===== src/rtl/khc_pkg.sv =====
// Package: shared types and constants for the key press heat map colorizer.
package khc_pkg;
    localparam int KEY_ROWS = 4;
    localparam int KEY_COLS = 16;

    typedef struct packed {
        logic       action;
        logic [1:0] key_row;
        logic [3:0] key_col;
        logic [1:0] key_flags;
    } t_in_item;

    typedef struct packed {
        logic [1:0] led_row;
        logic [3:0] led_col;
        logic [7:0] red;
        logic [7:0] green;
        logic [7:0] blue;
        logic       last_led;
    } t_out_item;

    localparam logic [15:0] COUNT_LIMIT = 16'd32767;
    localparam logic [2:0]  PAL_LEN_RST = 3'd4;
    localparam logic [23:0] COLOR0_RST  = 24'h000000;
    localparam logic [23:0] COLOR1_RST  = 24'h19FF19;
    localparam logic [23:0] COLOR2_RST  = 24'hFFFF19;
    localparam logic [23:0] COLOR3_RST  = 24'hFF1919;

    localparam logic [2:0] REG_PAL_LEN = 3'd0;
    localparam logic [2:0] REG_COLOR0  = 3'd1;
    localparam logic [2:0] REG_COLOR1  = 3'd2;
    localparam logic [2:0] REG_COLOR2  = 3'd3;
    localparam logic [2:0] REG_COLOR3  = 3'd4;

    typedef enum logic [2:0] {
        ST_IDLE, ST_HALVE, ST_EV_RD, ST_EV_WR, ST_RN_RD, ST_RN_DIV, ST_RN_OUT
    } t_back_state;

    function automatic logic [7:0] blend(input logic [7:0] a, input logic [7:0] b,
                                         input logic [7:0] f);
        logic [16:0] s;
        s = 17'(a) * (17'd256 - 17'(f)) + 17'(b) * 17'(f);
        return s[15:8];
    endfunction
endpackage


===== src/rtl/key_press_heatmap_colorizer.sv =====
// Top level: key press heat map colorizer with APB register port.
//  channel | signals                    | handshake
//  in      | i_start, i_item, o_busy    | accepted when start and !busy
//  out     | o_done, o_result           | one cycle per result, no stall
//  cfg     | APB psel..pready           | write on access phase, pready high
// Key event: counter read then write; render: each key goes through a bit-serial divider,
// for all 64 keys in turn. A halving sweep walks all KEY_ROWS*KEY_COLS counters.
// After reset a clearing pass writes all 2^(row bits + column bits) RAM words before items start.
// Results cannot be stalled; a two-item queue sits ahead of the back end.
module key_press_heatmap_colorizer (
    input  logic               i_clk,
    input  logic               i_rst_n,
    input  logic               i_start,
    input  khc_pkg::t_in_item  i_item,
    output logic               o_busy,
    output logic               o_done,
    output khc_pkg::t_out_item o_result,
    input  logic               psel,
    input  logic               penable,
    input  logic               pwrite,
    input  logic [4:0]         paddr,
    input  logic [31:0]        pwdata,
    output logic [31:0]        prdata,
    output logic               pready
);
    import khc_pkg::*;
    logic [2:0]  r_pal_len;
    logic [23:0] r_color0, r_color1, r_color2, r_color3;
    logic        w_qv, w_pop;
    t_in_item    w_qi;
    logic [2:0]  w_idx;

    assign pready = 1'b1;
    assign w_idx = paddr[4:2];

    always_ff @(posedge i_clk) begin
        if (!i_rst_n) begin
            r_pal_len <= PAL_LEN_RST; r_color0 <= COLOR0_RST; r_color1 <= COLOR1_RST;
            r_color2 <= COLOR2_RST; r_color3 <= COLOR3_RST;
        end else if (psel && penable && pwrite) begin
            unique case (w_idx)
                REG_PAL_LEN: r_pal_len <= pwdata[2:0];
                REG_COLOR0:  r_color0 <= pwdata[23:0];
                REG_COLOR1:  r_color1 <= pwdata[23:0];
                REG_COLOR2:  r_color2 <= pwdata[23:0];
                REG_COLOR3:  r_color3 <= pwdata[23:0];
                default: ;
            endcase
        end
    end

    always_comb begin
        unique case (w_idx)
            REG_PAL_LEN: prdata = {29'd0, r_pal_len};
            REG_COLOR0:  prdata = {8'd0, r_color0};
            REG_COLOR1:  prdata = {8'd0, r_color1};
            REG_COLOR2:  prdata = {8'd0, r_color2};
            REG_COLOR3:  prdata = {8'd0, r_color3};
            default:     prdata = '0;
        endcase
    end

    khc_front u_front (
        .i_clk(i_clk), .i_rst_n(i_rst_n), .i_start(i_start), .i_item(i_item),
        .o_busy(o_busy), .o_q_valid(w_qv), .o_q_item(w_qi), .i_q_pop(w_pop)
    );

    khc_back u_back (
        .i_clk(i_clk), .i_rst_n(i_rst_n), .i_q_valid(w_qv), .i_q_item(w_qi),
        .o_q_pop(w_pop), .i_pal_len(r_pal_len), .i_color0(r_color0),
        .i_color1(r_color1), .i_color2(r_color2), .i_color3(r_color3),
        .o_done(o_done), .o_result(o_result)
    );
endmodule


===== src/rtl/khc_ram.sv =====
// Generic simple dual-port RAM (one write port, one read port) with registered read.
module khc_ram #(
    parameter int WIDTH = 16,
    parameter int DEPTH = 64
) (
    input  logic                     i_clk,
    input  logic                     i_we,
    input  logic [$clog2(DEPTH)-1:0] i_waddr,
    input  logic [WIDTH-1:0]         i_wdata,
    input  logic [$clog2(DEPTH)-1:0] i_raddr,
    output logic [WIDTH-1:0]         o_rdata
);
    logic [WIDTH-1:0] r_mem [DEPTH];
    always_ff @(posedge i_clk) begin
        if (i_we) r_mem[i_waddr] <= i_wdata;
        o_rdata <= r_mem[i_raddr];
    end
endmodule


===== src/rtl/khc_front.sv =====
// Front end: accepts items and queues them for the back end.
module khc_front (
    input  logic              i_clk,
    input  logic              i_rst_n,
    input  logic              i_start,
    input  khc_pkg::t_in_item i_item,
    output logic              o_busy,
    output logic              o_q_valid,
    output khc_pkg::t_in_item o_q_item,
    input  logic              i_q_pop
);
    import khc_pkg::*;
    // two-entry queue
    t_in_item   r_q [2];
    logic [1:0] r_cnt;
    logic       r_wp, r_rp;
    logic       w_push, w_keep;

    // every item runs the halving check, so all items are queued
    assign w_keep = 1'b1;
    assign o_busy = (r_cnt == 2'd2);
    assign w_push = i_start && !o_busy && w_keep;
    assign o_q_valid = (r_cnt != 2'd0);
    assign o_q_item = r_q[r_rp];

    always_ff @(posedge i_clk) begin
        if (w_push) r_q[r_wp] <= i_item;
        if (!i_rst_n) begin
            r_cnt <= '0; r_wp <= 1'b0; r_rp <= 1'b0;
        end else begin
            if (w_push) r_wp <= !r_wp;
            if (i_q_pop) r_rp <= !r_rp;
            r_cnt <= r_cnt + 2'(w_push) - 2'(i_q_pop);
        end
    end
endmodule


===== src/rtl/khc_back.sv =====
// Back end: counter updates, halving sweeps, and the render walk with a serial divider.
module khc_back (
    input  logic               i_clk,
    input  logic               i_rst_n,
    input  logic               i_q_valid,
    input  khc_pkg::t_in_item  i_q_item,
    output logic               o_q_pop,
    input  logic [2:0]         i_pal_len,
    input  logic [23:0]        i_color0,
    input  logic [23:0]        i_color1,
    input  logic [23:0]        i_color2,
    input  logic [23:0]        i_color3,
    output logic               o_done,
    output khc_pkg::t_out_item o_result
);
    import khc_pkg::*;
    localparam int NK = KEY_ROWS * KEY_COLS;
    localparam int CW = $clog2(KEY_COLS) > 0 ? $clog2(KEY_COLS) : 1;
    localparam int RW = $clog2(KEY_ROWS) > 0 ? $clog2(KEY_ROWS) : 1;
    localparam int AW = RW + CW;

    t_back_state r_st, n_st;
    t_in_item    r_it;
    logic [AW:0] r_k;
    logic [15:0] r_max;
    logic [AW-1:0] r_clr;
    logic        r_clr_done;
    logic [4:0]  r_bit;
    logic [25:0] r_num;
    logic [16:0] r_rem;
    logic [25:0] r_quo;
    logic        r_out_v;
    t_out_item   r_out;
    logic        r_hdone;

    logic           w_we;
    logic [AW-1:0]  w_waddr, w_raddr;
    logic [15:0]    w_wdata, w_rdata;
    logic [2:0]     w_len;
    logic [1:0]     w_lm1;
    logic [AW-1:0]  w_ek;

    khc_ram #(.WIDTH(16), .DEPTH(1 << AW)) u_ram (
        .i_clk(i_clk), .i_we(w_we), .i_waddr(w_waddr), .i_wdata(w_wdata),
        .i_raddr(w_raddr), .o_rdata(w_rdata)
    );

    assign w_len = (i_pal_len == 3'd0) ? 3'd1 : (i_pal_len > 3'd4) ? 3'd4 : i_pal_len;
    assign w_lm1 = 2'(w_len - 3'd1);
    assign w_ek  = AW'(r_it.key_row) * AW'(KEY_COLS) + AW'(r_it.key_col);

    wire w_ev_ok = !r_it.action && (32'(r_it.key_row) < KEY_ROWS)
                   && (32'(r_it.key_col) < KEY_COLS)
                   && r_it.key_flags[0] && !r_it.key_flags[1];
    wire [15:0] w_inc = w_rdata + 16'd1;
    wire w_need_halve = {1'b0, r_max} > 17'({w_len, 9'd0});

    // halving walk: r_k counts 0..NK reading, each word is written back in the next cycle
    always_comb begin
        n_st = r_st;
        unique case (r_st)
            ST_IDLE:   if (i_q_valid && r_clr_done) n_st = w_need_halve ? ST_HALVE :
                           (i_q_item.action ? ST_RN_RD : ST_EV_RD);
            ST_HALVE:  if (r_k == (AW+1)'(NK)) n_st = r_hdone ? ST_IDLE :
                           (r_it.action ? ST_RN_RD : ST_EV_RD);
            ST_EV_RD:  n_st = w_ev_ok ? ST_EV_WR : ST_IDLE;
            ST_EV_WR:  n_st = (w_inc > r_max && w_inc == COUNT_LIMIT) ? ST_HALVE : ST_IDLE;
            ST_RN_RD:  n_st = ST_RN_DIV;
            ST_RN_DIV: if (r_bit == 5'd0) n_st = ST_RN_OUT;
            ST_RN_OUT: n_st = (r_k == (AW+1)'(NK - 1)) ? ST_IDLE : ST_RN_RD;
            default:   n_st = ST_IDLE;
        endcase
    end

    always_comb begin
        w_we = 1'b0; w_waddr = w_ek; w_wdata = w_inc; w_raddr = r_k[AW-1:0];
        o_q_pop = (r_st == ST_IDLE) && i_q_valid && r_clr_done;
        unique case (r_st)
            ST_IDLE:   begin
                w_we = !r_clr_done; w_waddr = r_clr; w_wdata = '0;
                w_raddr = '0;
            end
            ST_HALVE:  begin
                w_we = (r_k != '0); w_waddr = AW'(r_k - 1'b1);
                w_wdata = {1'b0, w_rdata[15:1]};
            end
            ST_EV_RD:  w_raddr = w_ek;
            ST_EV_WR:  w_we = 1'b1;
            default:   ;
        endcase
    end

    wire [16:0] w_trial = {r_rem[15:0], r_num[25]} - {1'b0, r_max};

    always_ff @(posedge i_clk) begin
        if (!i_rst_n) begin
            r_st <= ST_IDLE; r_max <= 16'd1; r_clr <= '0; r_clr_done <= 1'b0;
            r_out_v <= 1'b0; r_k <= '0; r_hdone <= 1'b0;
        end else begin
            r_st <= n_st;
            r_out_v <= (r_st == ST_RN_OUT);
            if (o_q_pop) r_it <= i_q_item;
            if (r_st == ST_IDLE && !r_clr_done) begin
                r_clr <= r_clr + 1'b1;
                if (r_clr == AW'((1 << AW) - 1)) r_clr_done <= 1'b1;
            end
            unique case (r_st)
                ST_IDLE: begin
                    r_k <= '0;
                    r_hdone <= 1'b0;
                end
                ST_HALVE: begin
                    if (r_k == (AW+1)'(NK)) begin
                        r_k <= '0;
                        r_hdone <= 1'b0;
                    end else r_k <= r_k + 1'b1;
                    if (r_k == '0) r_max <= {1'b0, r_max[15:1]};
                end
                ST_EV_RD: ;
                ST_EV_WR: begin
                    if (w_inc > r_max) r_max <= w_inc;
                    r_hdone <= 1'b1;
                end
                ST_RN_RD: r_bit <= 5'd26;
                ST_RN_DIV: begin
                    if (r_bit == 5'd26) begin
                        r_num <= 26'(w_rdata) * 26'(w_lm1) << 8;
                        r_rem <= '0; r_quo <= '0;
                        r_bit <= 5'd25;
                    end else begin
                        if (!w_trial[16]) r_rem <= w_trial;
                        else r_rem <= {r_rem[15:0], r_num[25]};
                        r_quo <= {r_quo[24:0], !w_trial[16]};
                        r_num <= {r_num[24:0], 1'b0};
                        r_bit <= r_bit - 5'd1;
                    end
                end
                ST_RN_OUT: begin : out_blk
                    logic [25:0] q;
                    logic [9:0]  top, pos;
                    logic [1:0]  i1, i2;
                    logic [23:0] c1, c2;
                    logic [7:0]  f;
                    q = r_quo;
                    top = {w_lm1, 8'd0};
                    pos = (r_max == 16'd0) ? 10'd0 : (q > 26'(top)) ? top : q[9:0];
                    i1 = pos[9:8];
                    i2 = (3'(i1) + 3'd1 < w_len) ? i1 + 2'd1 : w_lm1;
                    f = pos[7:0];
                    c1 = (i1 == 2'd0) ? i_color0 : (i1 == 2'd1) ? i_color1 :
                         (i1 == 2'd2) ? i_color2 : i_color3;
                    c2 = (i2 == 2'd0) ? i_color0 : (i2 == 2'd1) ? i_color1 :
                         (i2 == 2'd2) ? i_color2 : i_color3;
                    r_k <= r_k + 1'b1;
                    r_out.led_row  <= 2'(r_k[AW-1:0] / AW'(KEY_COLS));
                    r_out.led_col  <= 4'(r_k[AW-1:0] % AW'(KEY_COLS));
                    r_out.red      <= blend(c1[23:16], c2[23:16], f);
                    r_out.green    <= blend(c1[15:8], c2[15:8], f);
                    r_out.blue     <= blend(c1[7:0], c2[7:0], f);
                    r_out.last_led <= (r_k == (AW+1)'(NK - 1));
                end
                default: ;
            endcase
        end
    end

    assign o_done = r_out_v;
    assign o_result = r_out;
endmodule


===== config.mk =====
export PLATFORM = sky130hd
export DESIGN_NAME = key_press_heatmap_colorizer
export DESIGN_NICKNAME = d
export VERILOG_FILES = /design/src/rtl/khc_pkg.sv /design/src/rtl/key_press_heatmap_colorizer.sv /design/src/rtl/khc_ram.sv /design/src/rtl/khc_front.sv /design/src/rtl/khc_back.sv
export SDC_FILE = /design/constraint.sdc
export NUM_CORES = 2
export LEC_CHECK = 0
export BUFFER_PORTS_ARGS = -buffer_cell sky130_fd_sc_hd__buf_2
export CORE_MARGIN = 8
export CORE_UTILIZATION = 64
export CTS_CLUSTER_SIZE = 40
export DETAILED_ROUTE_END_ITERATION = 10
export HOLD_SLACK_MARGIN = 0.1
export PLACE_DENSITY_LB_ADDON = 0.12
export SYNTH_ARGS = -nofsm -noshare
export SYNTH_HDL_FRONTEND = slang
export SYNTH_SLANG_ARGS = --single-unit

===== constraint.sdc =====
create_clock -name i_clk -period 14.1 [get_ports i_clk]
set_input_delay 1.41 -clock i_clk [delete_from_list [all_inputs] [get_ports i_clk]]
set_output_delay 1.41 -clock i_clk [all_outputs]
set_load 0.01 [all_outputs]

==> results.py <==
metrics = {
    "run_status": {
        "outcome": "completed",
    },
    "layout": {
        "stdcell_count": 7716,
        "final_util_pct": 70.22,
        "n_fill_cell": 7708,
        "areaGrowthSynthToFinish_pct": 9.437,
        "antennaDiodeCount": 0,
        "layout-drive-gt1-share_pct": 8.172,
        "regArea_mm2": 0.03755,
        "layout_common_cells": "edfxtp_1, nand2_1, inv_1",
        "layout_commonest_cell": "edfxtp_1",
        "design_area_mm2": 0.07612,
        "multi_input_area_mm2": 0.02897,
        "fin_nets": 6794,
    },
    "worst_setup_path": {
        "slowest_stage": "a21oi_1",
        "r2r_cells": 36,
        "crit_fanout": 19,
        "worst-path-stages": 36,
        "crit_arrival_ns": 12.77,
        "start_kind": "flop",
        "cpMostUsedCell": "fa_1",
        "max_stage_delay_ns": 0.84,
        "required_ns": 14.59,
        "crit_family": "adder cells",
        "path_class": "reg2reg",
        "path_buf_inv": 3,
        "cp-end-kind": "flop",
    },
    "worst_hold_path": {
        "holdCritPathClass": "reg2reg",
        "whs_path_depth": 2,
    },
    "place": {
        "place_area_mm2": 0.07177,
        "dpl_worst_slack_ns": 2.063,
        "gp_congestion": 0.8810,
        "dp_cells": 7469,
        "portBuffers": 98,
        "place_hpwl_um": 110800,
    },
    "timing": {
        "fin_hold_ws_ns": 0.4979,
        "tns_ns": 0,
        "maxSlewHeadroom_pct": 11.92,
        "hold_viol_final": 0,
        "skew_ns": 0.02966,
        "setup_ws_ns": 1.825,
        "rsz0062_at_grt": "no",
        "min_period_over_period_pct": 87.06,
        "setup_viol": 0,
        "slew_violations": 0,
        "worst_pin_slew_ns": 1.312,
        "fmaxAchievable_ghz": 0.08147,
        "finalCriticalPeriod_ns": 12.27,
    },
    "pwr": {
        "switching_share_pct": 21.08,
        "p_switching_mw": 1.670,
        "clock_power_share_pct": 44.0,
        "cellLeakagePower_nw": 29.32,
        "power.share.combinational_pct": 3.1,
        "internal-power_mw": 6.249,
        "seqPwrFrac_pct": 52.9,
        "peakVddDrop_mv": 0.1353,
        "power_density_mw_per_mm2": 104.0,
        "p_total_mw": 7.919,
    },
    "clock_tree": {
        "cts_buffers": 136,
        "htree_levels": 4,
        "clk_path_buf_depth": 3,
        "postCtsSetupBuffers": 0,
        "clkLatencyLatePin_ns": 0.75,
        "clockRootBuffer": "clkbuf_16",
        "postCtsHoldBufs": 0,
        "cts_tree": "done",
        "clkSinkCount": 1302,
        "cts.clk_slew.worst_paths_ns": 0.06,
        "cts-resized-gates": 0,
    },
    "floorplan": {
        "io_pins": 118,
        "die_x_um": 345.7,
        "die_h_um": 345.7,
        "core_area_mm2": 0.1084,
        "die_area_mm2": 0.1195,
        "initial_core_util_pct": 64.17,
        "rows": 121,
    },
    "global_route": {
        "grt_pass1_wl_um": 271400,
        "grt_max_degree": 148,
        "track_usage_pct": 29.13,
        "overflow": 0,
        "grt_pass1_vias": 47204,
        "antenna_found_initial": 3,
    },
    "logic_synthesis": {
        "async_flop_share_pct": 0,
        "yosysUniqueCellTypes": 83,
        "avgSynthCellArea_um2": 11.24,
        "ys.flop_type": "edfxtp_1",
        "synth_area_mm2": 0.06955,
        "synth_seq_cells": 1302,
        "synth_edf_count": 1147,
        "ys_seq_area_share_pct": 53.98,
        "netlist_instances": 6187,
        "synth_warnings": 0,
    },
    "route": {
        "drc": 0,
        "drt_iter0_drc": 4925,
        "via_per_inst": 6.189,
        "finalWirelength_um": 176900,
        "first_pass_iters": 6,
        "wire_per_inst_um": 22.93,
        "route.vias.total": 47753,
        "ant_nets": 0,
    },
    "job": {
        "cap_viol_max_count": 0,
    },
}
## sequential cells by signal (all words and copies together) (netlist names), 18 cells and up, named ones only
name and count:
r_color0 24, r_color1 24, r_color2 24, r_color3 24, u_back.o_result 31, u_back.r_num 18
u_back.r_quo 26, u_back.u_ram.r_mem 1024, u_front.r_q 18
## power groups by stage
stage	Combinational, mW	Sequential [mW]	Clock, mW
finish	0.242	4.19	3.48
floorplan	0.156	4.26	0
global placement	0.232	4.27	0
CTS	0.238	4.19	3.53
detailed placement	0.236	4.27	0
global route	0.261	4.19	3.68
## per-layer routing
| layer | track usage (%) | up-vias | part of all wire [%] |
|---|---|---|---|
| li1 | - | 21726 | - |
| met1 | 37.75 | 23496 | 39 |
| met2 | 47.94 | 2057 | 48 |
| met3 | 4.437 | 474 | 7.8 |
| met4 | 14.87 | 0 | 5.4 |
| met5 | 0 | - | 0 |
## worst paths after layout
kind / startpoint / end / slack [ns]
hold reg to reg: r_color1[20] / r_color1[20] / 0.50
setup / recovery: r_pal_len[1] / u_back.o_result[24] / 1.83
hold / removal: r_color1[20] / r_color1[20] / 0.50
setup reg to reg: r_pal_len[1] / u_back.o_result[24] / 1.83
## kinds of logic after synthesis
logic type	count (synthesis)	synth area share (%)
AO/OA/AOI/OAI	1184	11.74
XOR/XNOR	103	1.297
adder cells (fa/ha/maj)	549	13.14
buffers and inverters	882	4.830
flip-flops	1302	53.98
multiplexers	100	1.477
other	2	0.01080
AND/OR/NAND/NOR	2065	13.53
## cell usage after synthesis (all sizes together), types with 61 or more instances
cell	instances	share of area [%]
nor2	397	2.1
inv	504	2.7
xnor2	64	0.81
fa	302	8.7
nand3	84	0.61
a31oi	134	1.2
a311oi	128	1.6
a21oi	269	1.9
and2	365	3.3
edfxtp	1147	50
dfxtp	155	4.5
mux2i	89	1.3
nand2	989	5.3
a211oi	380	4.1
a21boi	61	0.66
ha	247	4.4
o21ai	85	0.61
clkbuf	336	1.8
## worst register-to-register path: cells and delay by family, from the launching register on
kind,cells,cell delay [ns]
buffers and inverters,3,0.98
multiplexers,2,0.80
XOR/XNOR,1,0.13
flip-flops,1,0.50
AND/OR/NAND/NOR,8,1.41
adder cells (fa/ha/maj),10,4.38
AO/OA/AOI/OAI,12,3.80
## cell type report
type	instances	area share, %
Multi-Input combinational cell	4010	38.06
Clock inverter	69	0.8515
Inverter	505	2.490
Clock buffer	178	4.857
Sequential cell	1302	49.33
Timing Repair Buffer	238	2.094
Tap cell	1414	2.324
Note: power is estimated with default switching activity, not from simulation.
